--- config.mk ---
export PLATFORM = sky130hd
export DESIGN_NAME = rs_gf32_id_encode_and_mask_match_top
export DESIGN_NICKNAME = d
export VERILOG_FILES = /design/src/hdl/rsid_pkg.sv /design/src/hdl/rs_gf32_id_encode_and_mask_match_top.sv
export SDC_FILE = /design/constraint.sdc
export NUM_CORES = 1
export LEC_CHECK = 0
export ABC_AREA = 1
export ABC_CLOCK_PERIOD_IN_PS = 6270
export BUFFER_PORTS_ARGS = -buffer_cell sky130_fd_sc_hd__buf_2
export CAP_MARGIN = 5
export CORE_MARGIN = 2
export CORE_UTILIZATION = 45
export CTS_CLUSTER_SIZE = 30
export DETAILED_ROUTE_END_ITERATION = 7
export GPL_ROUTABILITY_DRIVEN = 0
export PLACE_DENSITY = 0.64
export SYNTH_ARGS = -nofsm -noshare
export SYNTH_HDL_FRONTEND = slang
export SYNTH_SLANG_ARGS = --single-unit
--- constraint.sdc ---
create_clock -name aclk -period 6.27 [get_ports aclk]
set_input_delay 1.254 -clock aclk [delete_from_list [all_inputs] [get_ports aclk]]
set_output_delay 1.254 -clock aclk [all_outputs]
set_load 0.005 [all_outputs]
--- src/hdl/rsid_pkg.sv ---
package rsid_pkg;

    localparam int SYM_W       = 5;
    localparam int SYM_COUNT   = 17;
    localparam int DATA_COUNT  = 13;
    localparam int PAR_COUNT   = 4;
    localparam int PAR_W       = SYM_W * PAR_COUNT;
    localparam int CODE_W      = 6;
    localparam int ID_W        = 64;
    localparam int SYMS_LO_W   = 60;
    localparam int SYMS_HI_W   = 25;
    localparam int SYMS_W      = SYMS_LO_W + SYMS_HI_W;
    localparam int S_TDATA_W   = 64;
    localparam int M_TDATA_W   = 88;
    localparam int MASK0_W     = 60;
    localparam int MASK1_W     = 42;
    localparam int MASK_W      = MASK0_W + MASK1_W;
    localparam int CFG_INDEX_W = 2;
    localparam int CFG_DATA_W  = 60;

    typedef logic [SYM_W-1:0]  sym_t;
    typedef logic [CODE_W-1:0] code_t;
    typedef logic [PAR_W-1:0]  par_t;

    localparam logic [CFG_INDEX_W-1:0] CFG_MASK_LO = 2'd0;
    localparam logic [CFG_INDEX_W-1:0] CFG_MASK_HI = 2'd1;

    localparam code_t CODE_ANY    = 6'd32;
    localparam code_t CODE_DIGIT  = 6'd33;
    localparam code_t CODE_LETTER = 6'd34;
    localparam sym_t  LETTER_FIRST = 5'd8;

    localparam logic [MASK0_W-1:0] MASK0_RESET = {10{CODE_ANY}};
    localparam logic [MASK1_W-1:0] MASK1_RESET = {7{CODE_ANY}};

    localparam logic [5:0] FIELD_POLY = 6'h25;
    localparam sym_t TAP0 = 5'd17;
    localparam sym_t TAP1 = 5'd9;
    localparam sym_t TAP2 = 5'd6;
    localparam sym_t TAP3 = 5'd30;

    typedef logic [4:0] order_t [SYM_COUNT];
    localparam order_t OUT_ORDER = '{5'd3, 5'd2, 5'd1, 5'd0, 5'd7, 5'd6, 5'd5, 5'd4,
                                     5'd13, 5'd14, 5'd15, 5'd16, 5'd12, 5'd8, 5'd9,
                                     5'd10, 5'd11};

    function automatic sym_t gf_mul(sym_t x, sym_t y);
        logic [5:0] a;
        sym_t       b;
        sym_t       acc;
        a   = {1'b0, x};
        b   = y;
        acc = '0;
        for (int k = 0; k < SYM_W; k++) begin
            if (b[0]) begin
                acc = acc ^ a[SYM_W-1:0];
            end
            b = b >> 1;
            a = a << 1;
            if (a[SYM_W]) begin
                a = a ^ FIELD_POLY;
            end
        end
        return acc;
    endfunction

    // serial lfsr division, used only to build the parity columns
    function automatic par_t lfsr_parity(logic [ID_W-1:0] id);
        sym_t cw  [DATA_COUNT];
        sym_t par [PAR_COUNT];
        sym_t fb;
        for (int i = 0; i < DATA_COUNT; i++) begin
            cw[i] = sym_t'(id >> (SYM_W * i));
        end
        for (int k = 0; k < PAR_COUNT; k++) begin
            par[k] = '0;
        end
        for (int i = DATA_COUNT - 1; i >= 0; i--) begin
            fb     = cw[i] ^ par[3];
            par[3] = par[2] ^ gf_mul(TAP3, fb);
            par[2] = par[1] ^ gf_mul(TAP2, fb);
            par[1] = par[0] ^ gf_mul(TAP1, fb);
            par[0] = gf_mul(TAP0, fb);
        end
        return {par[3], par[2], par[1], par[0]};
    endfunction

    typedef par_t par_cols_t [ID_W];

    function automatic par_cols_t build_par_cols();
        par_cols_t cols;
        for (int b = 0; b < ID_W; b++) begin
            cols[b] = lfsr_parity(ID_W'(1) << b);
        end
        return cols;
    endfunction

    localparam par_cols_t PAR_COLS = build_par_cols();

    // parity is linear in the id bits: xor of one column per set bit
    function automatic par_t parity_of(logic [ID_W-1:0] id);
        par_t acc;
        acc = '0;
        for (int b = 0; b < ID_W; b++) begin
            if (id[b]) begin
                acc = acc ^ PAR_COLS[b];
            end
        end
        return acc;
    endfunction

    function automatic logic code_accepts(code_t code, sym_t sym);
        logic hit;
        if (!code[CODE_W-1]) begin
            hit = (code[SYM_W-1:0] == sym);
        end else begin
            unique case (code)
                CODE_ANY:    hit = 1'b1;
                CODE_DIGIT:  hit = (sym < LETTER_FIRST);
                CODE_LETTER: hit = (sym >= LETTER_FIRST);
                default:     hit = 1'b0;
            endcase
        end
        return hit;
    endfunction

endpackage

--- src/hdl/rs_gf32_id_encode_and_mask_match_top.sv ---
// channel   dir  handshake              payload
// s_        in   s_tvalid / s_tready    account number
// m_        out  m_tvalid / m_tready    17 encoded symbols, mask match flag
// cfg_      in   cfg_valid / cfg_ready  mask register index and data
//
// one request per cycle unless the result is stalled; a taken request passes
// through input register, xor parity network and mask compare, result register
// aresetn clears both valid flags and sets every mask code to any
// a stalled result holds in the result register while one more request
// waits in the input register; cfg_ready is always high
module rs_gf32_id_encode_and_mask_match_top (
    input  logic                                aclk,
    input  logic                                aresetn,
    input  logic                                s_tvalid,
    output logic                                s_tready,
    input  logic [rsid_pkg::S_TDATA_W-1:0]      s_tdata,   // account_number
    output logic                                m_tvalid,
    input  logic                                m_tready,
    output logic [rsid_pkg::M_TDATA_W-1:0]      m_tdata,   // symbols_0_to_11,
                                                           // symbols_12_to_16,
                                                           // mask_matched, zero pad
    input  logic                                cfg_valid,
    output logic                                cfg_ready,
    input  logic [rsid_pkg::CFG_INDEX_W-1:0]    cfg_index,
    input  logic [rsid_pkg::CFG_DATA_W-1:0]     cfg_data
);
    import rsid_pkg::*;

    logic                 in_valid_reg;
    logic [ID_W-1:0]      in_id_reg;
    logic                 out_valid_reg;
    logic [M_TDATA_W-1:0] out_data_reg;
    logic [M_TDATA_W-1:0] out_data_next;
    logic [MASK0_W-1:0]   mask0_reg;
    logic [MASK1_W-1:0]   mask1_reg;

    logic                 out_free;
    par_t                 parity;
    sym_t                 cw  [SYM_COUNT];
    sym_t                 sym [SYM_COUNT];
    logic [SYM_COUNT-1:0] hit;
    logic [MASK_W-1:0]    mask_all;
    logic [SYMS_W-1:0]    syms_flat;

    assign out_free  = !out_valid_reg || m_tready;
    assign s_tready  = !in_valid_reg || out_free;
    assign cfg_ready = 1'b1;
    assign m_tvalid  = out_valid_reg;
    assign m_tdata   = out_data_reg;
    assign mask_all  = {mask1_reg, mask0_reg};

    always_comb begin
        parity = parity_of(in_id_reg);
        for (int i = 0; i < DATA_COUNT - 1; i++) begin
            cw[i] = in_id_reg[SYM_W*i +: SYM_W];
        end
        cw[DATA_COUNT-1] = {1'b0, in_id_reg[ID_W-1 -: SYM_W-1]};
        for (int k = 0; k < PAR_COUNT; k++) begin
            cw[DATA_COUNT+k] = parity[SYM_W*k +: SYM_W];
        end
        for (int i = 0; i < SYM_COUNT; i++) begin
            sym[i] = cw[OUT_ORDER[i]];
            hit[i] = code_accepts(mask_all[CODE_W*i +: CODE_W], sym[i]);
            syms_flat[SYM_W*i +: SYM_W] = sym[i];
        end
        out_data_next = {{(M_TDATA_W - SYMS_W - 1){1'b0}}, &hit, syms_flat};
    end

    always_ff @(posedge aclk) begin
        if (!aresetn) begin
            in_valid_reg  <= 1'b0;
            out_valid_reg <= 1'b0;
            mask0_reg     <= MASK0_RESET;
            mask1_reg     <= MASK1_RESET;
        end else begin
            if (s_tready) begin
                in_valid_reg <= s_tvalid;
            end
            if (out_free) begin
                out_valid_reg <= in_valid_reg;
            end
            if (cfg_valid && cfg_ready) begin
                if (cfg_index == CFG_MASK_LO) begin
                    mask0_reg <= cfg_data[MASK0_W-1:0];
                end else if (cfg_index == CFG_MASK_HI) begin
                    mask1_reg <= cfg_data[MASK1_W-1:0];
                end
            end
        end
    end

    always_ff @(posedge aclk) begin
        if (s_tvalid && s_tready) begin
            in_id_reg <= s_tdata;
        end
        if (out_free && in_valid_reg) begin
            out_data_reg <= out_data_next;
        end
    end

endmodule

Word level (Yosys, flattened, before mapping)
Cells that the tools add are included.
{"block": "op_classes", "reduce_logical": 10, "n_bitwise": 64, "magnitude_cmp": 34, "mux": 98, "eq_ne": 69}
{"op": "20-bit two-way mux", "n": 43}
{"op": "6-bit equality test (second input constant)", "n": 51}
{"op": "19-bit two-way mux", "n": 16}
{"op": "10-bit NOT", "n": 13}
{"op": "12-bit NOT", "n": 9}
{"op": "8-bit NOT", "n": 12}
{"op": "5-bit equality test", "n": 16}
{"op": "5-bit by 4-bit >= comparator with 1-bit output (second input constant)", "n": 16}
{"op": "5-bit by 4-bit less-than comparator with 1-bit output (second input constant)", "n": 16}
{"op": "18-bit two-way mux", "n": 4}
{"op": "13-bit NOT", "n": 5}
{"op": "14-bit NOT", "n": 4}
{"op": "11-bit NOT", "n": 5}
{"op": "9-bit NOT", "n": 6}
{"op": "1-bit case mux with 3 select lines", "n": 17}
{"op": "16-bit NOT", "n": 3}
{"op": "7-bit NOT", "n": 4}
{"op": "1-bit two-way mux", "n": 17}
{"op": "17-bit two-way mux", "n": 1}
{"op": "17-bit AND reduction", "n": 1}
{"op": "15-bit NOT", "n": 1}
{"op": "6-bit NOT", "n": 1}
{"op": "5-bit by 4-bit equality test with 1-bit output", "n": 1}
{"op": "4-bit >= comparator (second input constant)", "n": 1}
{"op": "9 further kinds", "n": 12}
{"block": "totals", "output_inout_bits": 91, "regBits": 253, "input_bits": 131, "wordCells": 281}

Logic depth before layout (Yosys ltp)
{"block": "logic_depth", "ltp_word": 131, "ltp_mapped": 26, "depth_no_buf": 24}

Least setup slack after synthesis
OpenSTA, ideal clock, no wires.
{"block": "synth_path", "path_kind": "in2reg", "start": "input m_tready", "end": "register out_data_reg[0], in the netlist m_tdata[0], enable pin", "arrival_time_ns": 5.406, "setup_ns": 0.556, "required_ns": 5.714, "path_stages": 2, "setup_slack_ns": 0.308, "cell_sequence": "inv_1 > a21oi_1"}
{"block": "synth_via", "elab_chain_cells": 2}
{"item": "start: declaration", "line": "rs_gf32_id_encode_and_mask_match_top.sv:18", "rtl": "input logic m_tready,"}
{"item": "1-bit logical OR", "line": "rs_gf32_id_encode_and_mask_match_top.sv:45", "rtl": "assign out_free = !out_valid_reg || m_tready;"}
{"item": "1-bit logical AND", "line": "rs_gf32_id_encode_and_mask_match_top.sv:96", "rtl": "if (out_free && in_valid_reg) begin"}
{"item": "end signal: assignment", "line": "rs_gf32_id_encode_and_mask_match_top.sv:97", "rtl": "out_data_reg <= out_data_next;"}
{"item": "end: declaration", "line": "rs_gf32_id_encode_and_mask_match_top.sv:32", "rtl": "logic [M_TDATA_W-1:0] out_data_reg;"}
No other way between the ends.
A chain may end at the register's enable or synchronous reset.

Final worst setup path
{"block": "layout_path", "start": "register in_id_reg[24]", "end": "register out_data_reg[85], in the netlist m_tdata[85], data pin"}
{"block": "layout_via", "elab_chain_cells": 67, "word_cells_on_any_way": 105}
{"item": "start: declaration", "line": "rs_gf32_id_encode_and_mask_match_top.sv:30", "rtl": "logic [ID_W-1:0] in_id_reg;"}
{"item": "start signal: assignment", "line": "rs_gf32_id_encode_and_mask_match_top.sv:94", "rtl": "in_id_reg <= s_tdata;"}
{"item": "20-bit two-way mux", "line": "rsid_pkg.sv:105", "rtl": "if (id[b]) begin"}
{"item": "19-bit two-way mux or 7-bit NOT (tied branches)"}
{"item": "20-bit two-way mux or 19-bit two-way mux (tied branches)", "line": "rsid_pkg.sv:105"}
{"item": "20-bit two-way mux", "line": "rsid_pkg.sv:105"}
{"item": "9-bit NOT (no source line) or 20-bit two-way mux (tied branches)"}
{"item": "20-bit two-way mux or 9-bit NOT (tied branches)"}
{"item": "20-bit two-way mux", "line": "rsid_pkg.sv:105"}
{"item": "12-bit NOT (no source line) or 10-bit NOT (tied branches)"}
{"item": "[52 not listed]"}
{"item": "20-bit two-way mux or 16-bit NOT (tied branches)"}
{"item": "14-bit NOT (no source line) or 20-bit two-way mux (tied branches)"}
{"item": "20-bit two-way mux", "line": "rsid_pkg.sv:105"}
{"item": "5-bit by 4-bit >= comparator with 1-bit output or 5-bit by 4-bit less-than comparator with 1-bit output (tied branches)", "line": "rsid_pkg.sv:120, rsid_pkg.sv:119"}
{"item": "1-bit case mux with 3 select lines", "line": "rsid_pkg.sv:117", "rtl": "unique case (code)"}
{"item": "1-bit two-way mux", "line": "rsid_pkg.sv:114", "rtl": "if (!code[CODE_W-1]) begin"}
{"item": "17-bit AND reduction (*)", "line": "rs_gf32_id_encode_and_mask_match_top.sv:66", "rtl": "out_data_next = {{(M_TDATA_W - SYMS_W - 1){1'b0}}, &hit, syms_flat};"}
{"item": "named net out_data_next[85]", "line": "rs_gf32_id_encode_and_mask_match_top.sv:33", "rtl": "logic [M_TDATA_W-1:0] out_data_next;"}
The timed path passes the listed nets; every way through them passes the cells marked *.

==> out/metrics.cfg <==
[detailed_routing]
drtIter0Drc=1867
wl_per_cell_um=20.3
routed.top_layer=met4
drc=0
routed_via_density=5.48
met3_length_um=7400
num_vias=17700
m1WireLength_um=25200
ant_nets=0
routed_wl_um=65600
first_pass_iters=7
wl_met2_um=27100

[clock_tree]
cts_setup_buffers=0
post_cts_resized=0
htree_num_levels=1
cts.sink_count=253
clkTransAtPathRegs_ns=0.06
clock_latency_ns=0.57
tritoncts=done
cts_buffers=27
postCtsHoldBufs=0
root_buffer=clkbuf_16
cts_buffer_depth=3

[cells_and_area]
area_growth_pct=12.3
final_cell_mix=nand2_1, inv_1, nand3_1
n_antenna_cell=0
n_fill_cell=3873
drive_gt1_share_pct=12.7
finalNonFillerCells=3234
nets=2836
largest_reg_flops=85
final_common_cell=nand2_1

[floorplanning]
core_area_um2=37700
ioPinCount=222
die_x_um=200
dieArea_um2=39800
dieHeight_um=200
initial_utilization_pct=45.7
rows=71

[critical_path]
worstSetupPathType=flip-flop to flip-flop
crit_path_end_kind=flip-flop
startpoint_type=flip-flop
r2r_setup_slack_ns=2.77
cp.required_ns=6.60
crit_buf_inv=2
cp_slowest_cell=edfxtp_1
crit_fanout=13
crit_top_cell=nand2_1
cp_top_family=simple AND/OR/NAND/NOR gates
critPathArrivalTime_ns=3.83
cp_cell_sequence=inv_1, nand2_1, nand2_1, xor2_1, inv_1, nand2_1, nand3_1, nand2_1, nand2_1, nand2_1, nand3_1, nand2_1, nand2_1, nor2_1, nor2_1, nand3_1, nor2_1
max_stage_delay_ns=0.92

[timing]
rsz0062_at_grt=false
skew_ns=0.0172
fmax_mhz=286
maxSlewViolCount=0
relSlewSlack_pct=19.1
setup_viol=0
fin_hold_ws_ns=0.492
post-route-period-util_pct=55.8
period_minus_slack_ns=3.50
fin_ws_ns=2.77
final.setup.tns_ns=0
worst_slew_pin_slew_ns=1.21
hold_violations=0

[logic_synthesis]
ys_warn_count=0
mappedNetlistArea_um2=17200
synth-edff-count=149
synth.distinct_cells=45
syn_inst=2531
synth_seq_cells=253
syn_avg_cell_area_um2=6.80
async_flop_share_pct=0
ys_seq_area_share_pct=38.1
synthFlopType=edfxtp_1

[run_status]
status=finished, final reports clean

[place]
dp_hpwl_um=50700
dpl.cell_count=3183
io_buffer_count=217
place_ws_ns=2.89

[pwr]
ir_drop_uv=237
powerDensity_nw_per_um2=264
finalPower_mw=5.11
p_leak_nw=9.88

[global_route]
grt_pass1_wl_um=96000
antenna_found_initial=0
grt_pass1_vias=16200
grt_usage_pct=32.7
grt_overflow=0
grt_max_degree=104

[worst_hold_path]
min_path_type=flip-flop to flip-flop

[flow_run]
max_cap_viol_count=0

-- through the flow --
stage | utilization [%] | cell area [um2]
4_1_cts | 51.3 | 19300
2_1_floorplan | - | 17200
6_report | 51.3 | 19300
3_5_place_dp | 49.1 | 18500
3_3_place_gp | 49.1 | 18500
5_1_grt | 51.3 | 19300
-- synth_stat cells, types with 3 or more instances --
cell type	instances	area, um2
o22ai_1	10	62.6
nor3_1	8	40.0
buf_4	30	225
o41ai_1	5	43.8
nor4_1	12	75.1
ha_1	3	37.5
nand3b_1	20	150
or2_2	5	31.3
o2111ai_1	5	43.8
xor2_2	3	48.8
edfxtp_1	149	4470
buf_2	15	75.1
xnor2_1	67	587
nand2_1	1048	3930
nand2_2	36	225
inv_1	255	957
nor2_1	143	537
o211ai_1	10	75.1
nand3_1	219	1100
a221oi_1	3	26.3
xor2_1	96	841
inv_2	21	78.8
nand4_1	27	169
o21ai_0	100	500
dfxtp_1	104	2080
buf_6	15	169
clkbuf_1	31	116
a21oi_1	66	330
-- kinds of logic (layout without fill, tap and decap cells) --
group	count (synthesis)	after routing	share of synthesized area, %
AOI/OAI and AO/OA	207	207	6.63
adders and majority gates	3	3	0.218
and+or+nand+nor	1528	1528	36.8
xor gates and xnor gates	167	167	8.67
buffers and inverters	371	561	9.52
DFF	253	253	38.1
other	2	4	0.0436
-- worst paths after layout --
path	from	to	cells after the start
max reg2reg	in_id_reg[24]	m_tdata[85]	17
max	in_id_reg[24]	m_tdata[85]	17
min reg2reg	mask0_reg[57]	mask0_reg[57]	2
min	mask0_reg[57]	mask0_reg[57]	2
-- final cells by class --
class                      count  area, um2  share of cell area [%]
tap                          511        639                    3.31
multi-input combinational   1909       9040                    46.7
timing repair buffer         232       1220                    6.30
sequential                   253       6560                    33.9
clock inverter                 9       57.6                   0.298
inverter                     279       1050                    5.43
clock buffer                  41        777                    4.02
-- routing by layer --
metal / vias up / GRT usage (%)
li1: 8374 / -
met1: 8010 / 40.9
met2: 1029 / 49.8
met3: 300 / 7.39
met4: 0 / 22.9
met5: - / 0
-- where the power goes --
group | internal [mW] | switching, mW
registers | 1.89 | 0.144
clock network | 0.857 | 0.667
logic | 0.501 | 1.05
-- worst reg2reg max path: stages, from the launching register on --
cell	delay [ns]
edfxtp_1	0.92
inv_1	0.48
nand2_1	0.20
nand2_1	0.19
xor2_1	0.42
inv_1	0.08
nand2_1	0.10
nand3_1	0.14
nand2_1	0.12
nand2_1	0.07
nand2_1	0.10
nand3_1	0.10
nand2_1	0.07
nand2_1	0.04
nor2_1	0.08
nor2_1	0.05
nand3_1	0.06
nor2_1	0.05
Note: power is estimated with default switching activity, not from simulation.
